[src/sv/srpc_pkg.sv]
// srpc_pkg: shared types, codes and constants of the servo record and playback controller
// no dependencies; imported by the controller, its slot store and its port checker

package srpc_pkg;

    // operating mode, one-hot
    typedef enum logic [2:0] {
        MODE_TEACH  = 3'b001,
        MODE_PLAY   = 3'b010,
        MODE_REMOTE = 3'b100
    } mode_t;

    // mode codes as shown on the result word
    localparam logic [1:0] MODE_CODE_MANUAL = 2'd0;
    localparam logic [1:0] MODE_CODE_PLAY   = 2'd1;
    localparam logic [1:0] MODE_CODE_REMOTE = 2'd2;

    // configuration register indexes
    localparam int          CFG_INDEX_W     = 3;
    localparam logic [2:0] CFG_DEBOUNCE    = 3'd0;
    localparam logic [2:0] CFG_PLAY_STEP   = 3'd1;
    localparam logic [2:0] CFG_BLINK_SLOW  = 3'd2;
    localparam logic [2:0] CFG_BLINK_FAST  = 3'd3;
    localparam logic [2:0] CFG_PULSE_MIN   = 3'd4;
    localparam logic [2:0] CFG_PULSE_SPAN  = 3'd5;
    localparam int          CFG_DATA_W      = 16;

    // register reset values and the pulse ceiling
    localparam logic [15:0] DEBOUNCE_RST   = 16'd50;
    localparam logic [15:0] PLAY_STEP_RST  = 16'd1500;
    localparam logic [15:0] BLINK_SLOW_RST = 16'd500;
    localparam logic [15:0] BLINK_FAST_RST = 16'd100;
    localparam logic [10:0] PULSE_MIN_RST  = 11'd1000;
    localparam logic [9:0]  PULSE_SPAN_RST = 10'd1000;
    localparam logic [10:0] SERVO_RST_US   = 11'd1500;
    localparam logic [10:0] PULSE_MAX_US   = 11'd2047;

    // event flag bits
    localparam int FLAG_MODE    = 0;
    localparam int FLAG_SAVED   = 1;
    localparam int FLAG_SLOT    = 2;
    localparam int FLAG_PLAYED  = 3;
    localparam int FLAG_RESTART = 4;
    localparam int FLAGS_W      = 5;

    // button order
    localparam int BTN_MODE = 0;
    localparam int BTN_SAVE = 1;
    localparam int BTN_SLOT = 2;

    // word layouts
    localparam int SERVO_W       = 11;
    localparam int ADC_W         = 10;
    localparam int ADC_CHANNELS  = 4;
    localparam int IN_ADC_LSB    = 3;
    localparam int IN_TDATA_W    = 48;
    localparam int OUT_LED_BIT   = 44;
    localparam int OUT_MODE_LSB  = 45;
    localparam int OUT_SEL_LSB   = 47;
    localparam int OUT_NEXT_LSB  = 50;
    localparam int OUT_FLAGS_LSB = 53;
    localparam int OUT_TDATA_W   = 64;

    function automatic logic [1:0] mode_code(input mode_t m);
        logic [1:0] c;
        unique case (m)
            MODE_TEACH:  c = MODE_CODE_MANUAL;
            MODE_PLAY:   c = MODE_CODE_PLAY;
            MODE_REMOTE: c = MODE_CODE_REMOTE;
            default:     c = MODE_CODE_MANUAL;
        endcase
        return c;
    endfunction

    // min + raw * span / 1023, saturated at the 11-bit maximum
    // the quotient uses (p + (p >> 10) + 1) >> 10, exact for p below 1023 * 1024
    function automatic logic [10:0] pulse_map(input logic [9:0] raw,
                                              input logic [10:0] pmin,
                                              input logic [9:0] span);
        logic [19:0] prod;
        logic [19:0] acc;
        logic [11:0] us;
        prod = raw * span;
        acc  = prod + {10'd0, prod[19:10]} + 20'd1;
        us   = {1'b0, pmin} + {2'b00, acc[19:10]};
        return us[11] ? PULSE_MAX_US : us[10:0];
    endfunction

endpackage

[src/sv/srpc_slot_store.sv]
// srpc_slot_store: slot store, one row of servo positions per slot, with row valid bits
// depends on srpc_pkg; used by servo_record_playback_controller_unit

module srpc_slot_store #(
    parameter int SLOT_COUNT = 8,
    parameter int ROW_W      = 44
) (
    input  logic                                        clk,
    input  logic                                        rst_n,
    input  logic                                        wr_en,
    input  logic [((SLOT_COUNT > 1) ? $clog2(SLOT_COUNT) : 1)-1:0] wr_row,
    input  logic [ROW_W-1:0]                            wr_data,
    input  logic [((SLOT_COUNT > 1) ? $clog2(SLOT_COUNT) : 1)-1:0] rd_row,
    output logic [ROW_W-1:0]                            play_data,
    output logic [ROW_W-1:0]                            zero_data
);
    import srpc_pkg::*;

    localparam int SLOT_W = (SLOT_COUNT > 1) ? $clog2(SLOT_COUNT) : 1;

    logic [ROW_W-1:0]      mem [SLOT_COUNT];
    logic [ROW_W-1:0]      rd_play_reg;
    logic [ROW_W-1:0]      rd_zero_reg;
    logic [ROW_W-1:0]      fwd_data_reg;
    logic                  fwd_play_reg;
    logic                  fwd_zero_reg;
    logic [SLOT_W-1:0]     rd_row_reg;
    logic [SLOT_COUNT-1:0] valid_reg;

    // storage, two registered reads: the addressed row and row zero
    always_ff @(posedge clk)
    begin
        if (wr_en)
        begin
            mem[wr_row] <= wr_data;
        end
        rd_play_reg  <= mem[rd_row];
        rd_zero_reg  <= mem[SLOT_W'(0)];
        fwd_data_reg <= wr_data;
    end

    // write-through bypass and row valid bits
    always_ff @(posedge clk or negedge rst_n)
    begin
        if (!rst_n)
        begin
            fwd_play_reg <= 1'b0;
            fwd_zero_reg <= 1'b0;
            rd_row_reg   <= '0;
            valid_reg    <= '0;
        end
        else
        begin
            fwd_play_reg <= wr_en && (wr_row == rd_row);
            fwd_zero_reg <= wr_en && (wr_row == SLOT_W'(0));
            rd_row_reg   <= rd_row;
            if (wr_en)
            begin
                valid_reg[wr_row] <= 1'b1;
            end
        end
    end

    assign play_data = !valid_reg[rd_row_reg] ? '0 :
                       (fwd_play_reg ? fwd_data_reg : rd_play_reg);
    assign zero_data = !valid_reg[0] ? '0 :
                       (fwd_zero_reg ? fwd_data_reg : rd_zero_reg);

endmodule

[src/sv/servo_record_playback_controller_unit.sv]
// servo_record_playback_controller_unit: top level, tick processing, mode control, result register
// depends on srpc_pkg and srpc_slot_store
//
//  channel   | direction | handshake        | contents
//  ----------+-----------+------------------+-----------------------------------------------
//  s_ (tick) | in        | s_tvalid/s_tready | buttons, adc readings in tdata, adc_valid in tuser
//  m_ (state)| out       | m_tvalid/m_tready | servo widths, led, mode, slots, event flags
//  cfg_      | in        | cfg_wr_en         | register index and write data, no read-back
//
// one tick word is taken per clock while s_tready is high; its result sits in the output
// register the next cycle; slot store reads are registered, and the row for the
// current playback slot and row zero are fetched ahead so a playback step needs no wait
// s_tready drops only while a result is held and m_tready is low
// reset clears the store at once through per-slot valid bits; no clearing pass is run

module servo_record_playback_controller_unit #(
    parameter int SLOT_COUNT  = 8,
    parameter int SERVO_COUNT = 4
) (
    input  logic                              clk,
    input  logic                              rst_n,
    // tick words
    input  logic                              s_tvalid,
    output logic                              s_tready,
    // mode_button_level, save_button_level, slot_button_level, adc_ch0..adc_ch3, zero fill
    input  logic [srpc_pkg::IN_TDATA_W-1:0]   s_tdata,
    // adc_valid
    input  logic                              s_tuser,
    // result words
    output logic                              m_tvalid,
    input  logic                              m_tready,
    // servo0_us..servo3_us, led_on, mode_now, selected_slot, next_play_slot, event_flags,
    // zero fill
    output logic [srpc_pkg::OUT_TDATA_W-1:0]  m_tdata,
    // configuration
    input  logic                              cfg_wr_en,
    input  logic [srpc_pkg::CFG_INDEX_W-1:0]  cfg_index,
    input  logic [srpc_pkg::CFG_DATA_W-1:0]   cfg_data
);
    import srpc_pkg::*;

    localparam int SLOT_W    = (SLOT_COUNT > 1) ? $clog2(SLOT_COUNT) : 1;
    localparam int ROW_W     = SERVO_COUNT * SERVO_W;
    localparam int ADC_LANES = (SERVO_COUNT < ADC_CHANNELS) ? SERVO_COUNT : ADC_CHANNELS;
    localparam logic [SLOT_W-1:0] SLOT_LAST = SLOT_W'(SLOT_COUNT - 1);

    // configuration registers
    logic [15:0] debounce_reg;
    logic [15:0] play_step_ms_reg;
    logic [15:0] blink_slow_reg;
    logic [15:0] blink_fast_reg;
    logic [10:0] pulse_min_reg;
    logic [9:0]  pulse_span_reg;

    // controller state
    logic [31:0]        tick_reg,        tick_next;
    logic [2:0]         btn_level_reg,   btn_level_next;
    logic [31:0]        btn_change_reg [3];
    logic [31:0]        btn_change_next [3];
    logic               led_phase_reg,   led_phase_next;
    logic               led_drive_reg,   led_drive_next;
    logic [31:0]        led_toggle_reg,  led_toggle_next;
    mode_t              mode_reg,        mode_next;
    logic [SLOT_W-1:0]  save_slot_reg,   save_slot_next;
    logic [SLOT_W-1:0]  play_slot_reg,   play_slot_next;
    logic [31:0]        play_step_reg,   play_step_next;
    logic [SERVO_W-1:0] servo_reg [SERVO_COUNT];
    logic [SERVO_W-1:0] servo_next [SERVO_COUNT];

    // result register
    logic                   out_valid_reg;
    logic [OUT_TDATA_W-1:0] out_data_reg;
    logic [OUT_TDATA_W-1:0] out_data_next;

    // item decode and working signals
    logic               accept;
    logic [2:0]         btn_in;
    logic [ADC_W-1:0]   adc [ADC_CHANNELS];
    logic [31:0]        now;
    logic [2:0]         btn_change;
    logic [2:0]         btn_press;
    logic [15:0]        blink_period;
    logic               entering_play;
    logic [FLAGS_W-1:0] flags;
    logic               store_wr_en;
    logic [ROW_W-1:0]   store_wr_data;
    logic [SLOT_W-1:0]  store_rd_row;
    logic [ROW_W-1:0]   row_play;
    logic [ROW_W-1:0]   row_zero;
    logic [ROW_W-1:0]   row_load;
    logic [SERVO_W-1:0] out_servo [ADC_CHANNELS];
    logic [31:0]        save_slot_wide;
    logic [31:0]        play_slot_wide;

    function automatic logic [SLOT_W-1:0] slot_inc(input logic [SLOT_W-1:0] s);
        return (s == SLOT_LAST) ? '0 : (s + SLOT_W'(1));
    endfunction

    assign accept   = s_tvalid && s_tready;
    assign s_tready = !out_valid_reg || m_tready;
    assign m_tvalid = out_valid_reg;
    assign m_tdata  = out_data_reg;

    // tick word fields
    assign btn_in = s_tdata[2:0];
    for (genvar c = 0; c < ADC_CHANNELS; c++)
    begin : g_adc
        assign adc[c] = s_tdata[IN_ADC_LSB + c * ADC_W +: ADC_W];
    end

    assign now = tick_reg + 32'd1;

    // a level change is taken once the debounce window has run; a press is a change to low
    for (genvar b = 0; b < 3; b++)
    begin : g_btn
        assign btn_change[b] = (btn_in[b] != btn_level_reg[b])
                            && ((now - btn_change_reg[b]) >= {16'd0, debounce_reg});
        assign btn_press[b]  = btn_change[b] && !btn_in[b];
    end

    assign blink_period = (mode_reg == MODE_PLAY) ? blink_slow_reg : blink_fast_reg;

    // entering playback restarts at slot zero, so the prefetched row zero is used
    assign row_load = entering_play ? row_zero : row_play;

    // ------------------------------------------------------------------
    // tick processing: led, mode button, then the work of the new mode
    // ------------------------------------------------------------------
    always_comb
    begin
        tick_next       = now;
        btn_level_next  = btn_level_reg;
        btn_change_next = btn_change_reg;
        led_phase_next  = led_phase_reg;
        led_drive_next  = led_drive_reg;
        led_toggle_next = led_toggle_reg;
        mode_next       = mode_reg;
        save_slot_next  = save_slot_reg;
        play_slot_next  = play_slot_reg;
        play_step_next  = play_step_reg;
        servo_next      = servo_reg;
        flags           = '0;
        entering_play   = 1'b0;
        store_wr_en     = 1'b0;

        // status led for the mode held at the start of the tick
        unique case (mode_reg) inside
            MODE_TEACH:
            begin
                led_drive_next = 1'b1;
            end
            MODE_PLAY, MODE_REMOTE:
            begin
                if ((now - led_toggle_reg) >= {16'd0, blink_period})
                begin
                    led_phase_next  = !led_phase_reg;
                    led_drive_next  = !led_phase_reg;
                    led_toggle_next = now;
                end
            end
            default:
            begin
                led_drive_next = led_drive_reg;
            end
        endcase

        // mode button, always polled
        if (btn_change[BTN_MODE])
        begin
            btn_level_next[BTN_MODE]  = btn_in[BTN_MODE];
            btn_change_next[BTN_MODE] = now;
        end
        if (btn_press[BTN_MODE])
        begin
            flags[FLAG_MODE] = 1'b1;
            unique case (mode_reg)
                MODE_TEACH:
                begin
                    mode_next      = MODE_PLAY;
                    play_slot_next = '0;
                    entering_play  = 1'b1;
                end
                MODE_PLAY:   mode_next = MODE_REMOTE;
                MODE_REMOTE: mode_next = MODE_TEACH;
                default:     mode_next = MODE_TEACH;
            endcase
        end

        unique case (mode_next)
            MODE_TEACH:
            begin
                // follow the pots when a fresh set of readings is present
                if (s_tuser)
                begin
                    for (int i = 0; i < ADC_LANES; i++)
                    begin
                        servo_next[i] = pulse_map(adc[i], pulse_min_reg, pulse_span_reg);
                    end
                end
                if (btn_change[BTN_SAVE])
                begin
                    btn_level_next[BTN_SAVE]  = btn_in[BTN_SAVE];
                    btn_change_next[BTN_SAVE] = now;
                end
                if (btn_press[BTN_SAVE])
                begin
                    store_wr_en       = 1'b1;
                    flags[FLAG_SAVED] = 1'b1;
                end
                if (btn_change[BTN_SLOT])
                begin
                    btn_level_next[BTN_SLOT]  = btn_in[BTN_SLOT];
                    btn_change_next[BTN_SLOT] = now;
                end
                if (btn_press[BTN_SLOT])
                begin
                    save_slot_next   = slot_inc(save_slot_reg);
                    flags[FLAG_SLOT] = 1'b1;
                end
            end
            MODE_PLAY:
            begin
                // step to the next stored row when the interval has run
                if ((now - play_step_reg) >= {16'd0, play_step_ms_reg})
                begin
                    for (int i = 0; i < SERVO_COUNT; i++)
                    begin
                        servo_next[i] = row_load[i * SERVO_W +: SERVO_W];
                    end
                    play_slot_next     = slot_inc(play_slot_next);
                    play_step_next     = now;
                    flags[FLAG_PLAYED] = 1'b1;
                end
                if (btn_change[BTN_SLOT])
                begin
                    btn_level_next[BTN_SLOT]  = btn_in[BTN_SLOT];
                    btn_change_next[BTN_SLOT] = now;
                end
                if (btn_press[BTN_SLOT])
                begin
                    play_slot_next      = '0;
                    play_step_next      = now;
                    flags[FLAG_RESTART] = 1'b1;
                end
            end
            MODE_REMOTE:
            begin
                // positions held
                servo_next = servo_reg;
            end
            default:
            begin
                servo_next = servo_reg;
            end
        endcase
    end

    // row written on save holds the positions after this tick's readings
    always_comb
    begin
        store_wr_data = '0;
        for (int i = 0; i < SERVO_COUNT; i++)
        begin
            store_wr_data[i * SERVO_W +: SERVO_W] = servo_next[i];
        end
    end

    // read address follows the playback slot the next tick will use
    assign store_rd_row = accept ? play_slot_next : play_slot_reg;

    srpc_slot_store #(
        .SLOT_COUNT (SLOT_COUNT),
        .ROW_W      (ROW_W)
    ) u_store (
        .clk       (clk),
        .rst_n     (rst_n),
        .wr_en     (accept && store_wr_en),
        .wr_row    (save_slot_reg),
        .wr_data   (store_wr_data),
        .rd_row    (store_rd_row),
        .play_data (row_play),
        .zero_data (row_zero)
    );

    // result word, servos that do not exist read as zero
    for (genvar g = 0; g < ADC_CHANNELS; g++)
    begin : g_out
        if (g < SERVO_COUNT)
        begin : g_live
            assign out_servo[g] = servo_next[g];
        end
        else
        begin : g_none
            assign out_servo[g] = '0;
        end
    end

    assign save_slot_wide = 32'(save_slot_next);
    assign play_slot_wide = 32'(play_slot_next);

    always_comb
    begin
        out_data_next = '0;
        for (int i = 0; i < ADC_CHANNELS; i++)
        begin
            out_data_next[i * SERVO_W +: SERVO_W] = out_servo[i];
        end
        out_data_next[OUT_LED_BIT]              = led_drive_next;
        out_data_next[OUT_MODE_LSB +: 2]        = mode_code(mode_next);
        out_data_next[OUT_SEL_LSB +: 3]         = save_slot_wide[2:0];
        out_data_next[OUT_NEXT_LSB +: 3]        = play_slot_wide[2:0];
        out_data_next[OUT_FLAGS_LSB +: FLAGS_W] = flags;
    end

    // ------------------------------------------------------------------
    // registers
    // ------------------------------------------------------------------
    always_ff @(posedge clk or negedge rst_n)
    begin
        if (!rst_n)
        begin
            debounce_reg     <= DEBOUNCE_RST;
            play_step_ms_reg <= PLAY_STEP_RST;
            blink_slow_reg   <= BLINK_SLOW_RST;
            blink_fast_reg   <= BLINK_FAST_RST;
            pulse_min_reg    <= PULSE_MIN_RST;
            pulse_span_reg   <= PULSE_SPAN_RST;
        end
        else if (cfg_wr_en)
        begin
            unique case (cfg_index)
                CFG_DEBOUNCE:   debounce_reg     <= cfg_data;
                CFG_PLAY_STEP:  play_step_ms_reg <= cfg_data;
                CFG_BLINK_SLOW: blink_slow_reg   <= cfg_data;
                CFG_BLINK_FAST: blink_fast_reg   <= cfg_data;
                CFG_PULSE_MIN:  pulse_min_reg    <= cfg_data[10:0];
                CFG_PULSE_SPAN: pulse_span_reg   <= cfg_data[9:0];
                default:        debounce_reg     <= debounce_reg;
            endcase
        end
    end

    always_ff @(posedge clk or negedge rst_n)
    begin
        if (!rst_n)
        begin
            tick_reg       <= '0;
            btn_level_reg  <= 3'b111;
            for (int b = 0; b < 3; b++)
            begin
                btn_change_reg[b] <= '0;
            end
            led_phase_reg  <= 1'b0;
            led_drive_reg  <= 1'b1;
            led_toggle_reg <= '0;
            mode_reg       <= MODE_TEACH;
            save_slot_reg  <= '0;
            play_slot_reg  <= '0;
            play_step_reg  <= '0;
            for (int i = 0; i < SERVO_COUNT; i++)
            begin
                servo_reg[i] <= SERVO_RST_US;
            end
        end
        else if (accept)
        begin
            tick_reg       <= tick_next;
            btn_level_reg  <= btn_level_next;
            btn_change_reg <= btn_change_next;
            led_phase_reg  <= led_phase_next;
            led_drive_reg  <= led_drive_next;
            led_toggle_reg <= led_toggle_next;
            mode_reg       <= mode_next;
            save_slot_reg  <= save_slot_next;
            play_slot_reg  <= play_slot_next;
            play_step_reg  <= play_step_next;
            servo_reg      <= servo_next;
        end
    end

    // output register, refilled in the cycle the waiting word is taken
    always_ff @(posedge clk or negedge rst_n)
    begin
        if (!rst_n)
        begin
            out_valid_reg <= 1'b0;
        end
        else if (accept)
        begin
            out_valid_reg <= 1'b1;
        end
        else if (m_tready)
        begin
            out_valid_reg <= 1'b0;
        end
    end

    always_ff @(posedge clk)
    begin
        if (accept)
        begin
            out_data_reg <= out_data_next;
        end
    end

endmodule

[config.mk]
export PLATFORM = sky130hd
export DESIGN_NAME = servo_record_playback_controller_unit
export DESIGN_NICKNAME = d
export VERILOG_FILES = /design/src/sv/srpc_pkg.sv /design/src/sv/srpc_slot_store.sv /design/src/sv/servo_record_playback_controller_unit.sv
export SDC_FILE = /design/constraint.sdc
export NUM_CORES = 2
export LEC_CHECK = 0
export ABC_CLOCK_PERIOD_IN_PS = 28300
export BUFFER_PORTS_ARGS = -buffer_cell sky130_fd_sc_hd__buf_2
export CORE_UTILIZATION = 62
export DETAILED_ROUTE_END_ITERATION = 10
export PLACE_DENSITY = 0.89
export SYNTH_ARGS = -nofsm -noshare
export SYNTH_HDL_FRONTEND = slang
export SYNTH_SLANG_ARGS = --single-unit
[constraint.sdc]
create_clock -name clk -period 28.3 [get_ports clk]
set_clock_uncertainty 0.2 [all_clocks]
set_input_delay 1.415 -clock clk [delete_from_list [all_inputs] [get_ports clk]]
set_output_delay 1.415 -clock clk [all_outputs]
set_load 0.1 [all_outputs]
==> impl_metrics.tcl <==
set metrics [dict create \
    vias_per_cell 6.480 \
    io_buffers 127 \
    ys_seq_area_frac 0.3795 \
    cts-root-buf "clkbuf_16" \
    setup_viol 0 \
    synth_ff_type "edfxtp_1" \
    finalCriticalPeriod_ns 12.32 \
    nets 7009 \
    grt_pass1_vias 48934 \
    arrival_ns 12.69 \
    post-route-period-util 0.4355 \
    gr-total-overflow 0 \
    crit_path_start_kind "input pin" \
    final_util 0.6727 \
    hold_class "reg -> reg" \
    slew_headroom 0.008085 \
    fp.dieH_um 319.3 \
    min_from "u_store.mem[0][2]" \
    reg2reg_to "servo_reg[23]" \
    io_pins 139 \
    synth_mux_area_frac 0.05351 \
    dieArea_um2 102000 \
    max-cap-violations 1 \
    htree_levels 3 \
    syn_area_per_cell_um2 10.15 \
    synth_async_sr_flop_share 0.3896 \
    cts.repair.resized 0 \
    synth_xor_area_frac 0.04393 \
    clk_pin_slew_ns 0.07 \
    path_common_cell "a21oi_1" \
    routed-via-count 48791 \
    avgRoutedWirePerCell_um 21.89 \
    syn_area_um2 62430 \
    cts_max_path_buffers 3 \
    worstHoldPathCells 0 \
    nFillCells 7069 \
    rsz0062_at_grt "false" \
    synth_compound_area_frac 0.1402 \
    max_freq_mhz 81.14 \
    synth_fa_ha_area_frac 0.1884 \
    final.setup.tns_ns 0 \
    violations "max-capacitance violations" \
    drc 0 \
    core_um2 100000 \
    start_util 0.6243 \
    ys_seq_elements 888 \
    report.final.slew_viol_count 0 \
    ys_warn_count 0 \
    synth_edf_count 410 \
    drtAntennaViolNets 0 \
    fin_ws_ns 15.98 \
    hold_viol_final 0 \
    crit_path_end_kind "flop" \
    largest_register_ffs 352 \
    place_ws_ns 15.75 \
    regToRegStartpoint "pulse_span_reg[3]" \
    reg2regPathDepth 44 \
    crit_type "in -> reg" \
    antenna_found_initial 15 \
    cpPeakStageDelay_ns 0.62 \
    drt_iter0_drc 4954 \
    cts_tree "built" \
    wirelength_mm 164.8 \
    worst_pin_slew_ns 1.450 \
    fin_area_um2 67270 \
    clock_latency_ns 0.68 \
    drive_gt1_frac 0.1133 \
    cts_buffers 86 \
    track_usage 0.3193 \
    area_delta_synth_final_pct 7.748 \
    place.gp.congestion 0.9637 \
    status "finished with violations" \
    min_to "u_store.rd_zero_reg[2]" \
    reg2reg_slack_ns 16.02 \
    yosys.area_share.simple 0.1364 \
    postCtsHoldBufs 0 \
    crit_path_max_fanout 11 \
    dieWidth_um 319.3 \
    grt_max_degree 107 \
    post_dp_cell_area_um2 64290 \
    required_ns 28.66 \
    cts.sink_count 888 \
    synth.distinct_cells 110 \
    netlist_instances 6151 \
    firstDrtPassIters 8 \
    num_rows 116 \
    grt_pass1_wl_mm 261.1 \
    cp_slowest_cell "o211ai_1" \
    dpl.hpwl_mm 109.9 \
    synth_top_family_by_area "adder cells" \
    post_cts_buffers 0 \
]
[cells in the final DEF, fill, tap and decap left out, drive strengths merged, types with 76 or more instances in the layout]
master | synthesis | final
buf | 60 | 209
a21oi | 323 | 323
mux2 | 218 | 218
and2 | 256 | 256
a21o | 89 | 89
fa | 257 | 257
dfrtp | 282 | 282
and3 | 215 | 215
mux2i | 84 | 84
clkbuf | 243 | 122
edfxtp | 410 | 410
nor3 | 115 | 115
a2111oi | 192 | 192
ha | 529 | 529
xor2 | 106 | 106
a31oi | 76 | 76
nand2 | 447 | 447
nor2 | 235 | 235
inv | 632 | 633
o21ai | 214 | 214
dfxtp | 132 | 132
xnor2 | 205 | 205
nand3 | 83 | 83
[cells in the mapped netlist, drive strengths merged, types with 106 or more instances]
master	n	area [µm²]
nand2	447	1680
clkbuf	243	915.9
xor2	106	928.4
ha	529	6619
edfxtp	410	12310
nor2	235	884.6
o21ai	214	1075
dfrtp	282	7057
a2111oi	192	1758
xnor2	205	1814
inv	632	2372
a21oi	323	1632
dfxtp	132	2643
nor3	115	575.6
mux2	218	2455
and2	256	1602
and3	215	1345
fa	257	5145
[per-stage QoR]
| step | hold slack (ns) | std cells |
|---|---|---|
| global placement | 0.1432 | 7360 |
| floorplan | 0.1394 | 6156 |
| detailed placement | 0.1447 | 7360 |
| global route | 0.1708 | 7529 |
| CTS | 0.1579 | 7521 |
| finish | 0.1512 | 7530 |
[worst max-delay path, delay by kind of cell]
family                     cells  cell delay (ns)
muxes                          1             0.40
adders and majority gates      8             3.47
and+or+nand+nor                7             1.64
buffers and inverters          6             0.46
xor gates and xnor gates       2             0.66
AOI/OAI and AO/OA             20             4.65
[per-layer routing]
metal	track usage	vias up	share of wire
li1	-	21983	-
met3	0.06776	513	0.095
met1	0.4082	23791	0.39
met2	0.5241	2490	0.47
met5	0	-	0.00061
met4	0.1377	14	0.041
[worst max path at each step]
| stage | slack [ns] | to | start |
|---|---|---|---|
| 6_report | 15.98 | servo_reg[23] | s_tdata[20] |
| 5_1_grt | 15.33 | servo_reg[23] | s_tdata[20] |
| 4_1_cts | 16.38 | servo_reg[23] | s_tdata[20] |
| 3_5_place_dp | 15.75 | servo_reg[23] | s_tdata[20] |
| 3_3_place_gp | 16.21 | servo_reg[23] | s_tdata[20] |
| 2_1_floorplan | 16.86 | u_store.valid_reg[4] | tick_reg[0] |
[layout make-up]
type,count,area (µm²),share of cell area
clock inverter,39,503.0,0.007477
tap,1298,1624,0.02414
timing repair buffer,209,1261,0.01875
antenna,9,22.52,0.0003348
inverter,633,2386,0.03547
sequential,888,23700,0.3522
multi-input combinational,4332,35330,0.5252
clock buffer,122,2450,0.03642
[cell families after synthesis]
group                    Yosys count
AO/OA/AOI/OAI                   1277
XOR/XNOR                         311
adder cells (fa/ha/maj)          786
buffers and inverters            936
flip-flops                       888
multiplexers                     304
other                              1
AND/OR/NAND/NOR                 1648
Power is left out: the tool's default activity adds up to more than one toggle a clock period on the data nets, which glitch-free logic cannot reach.
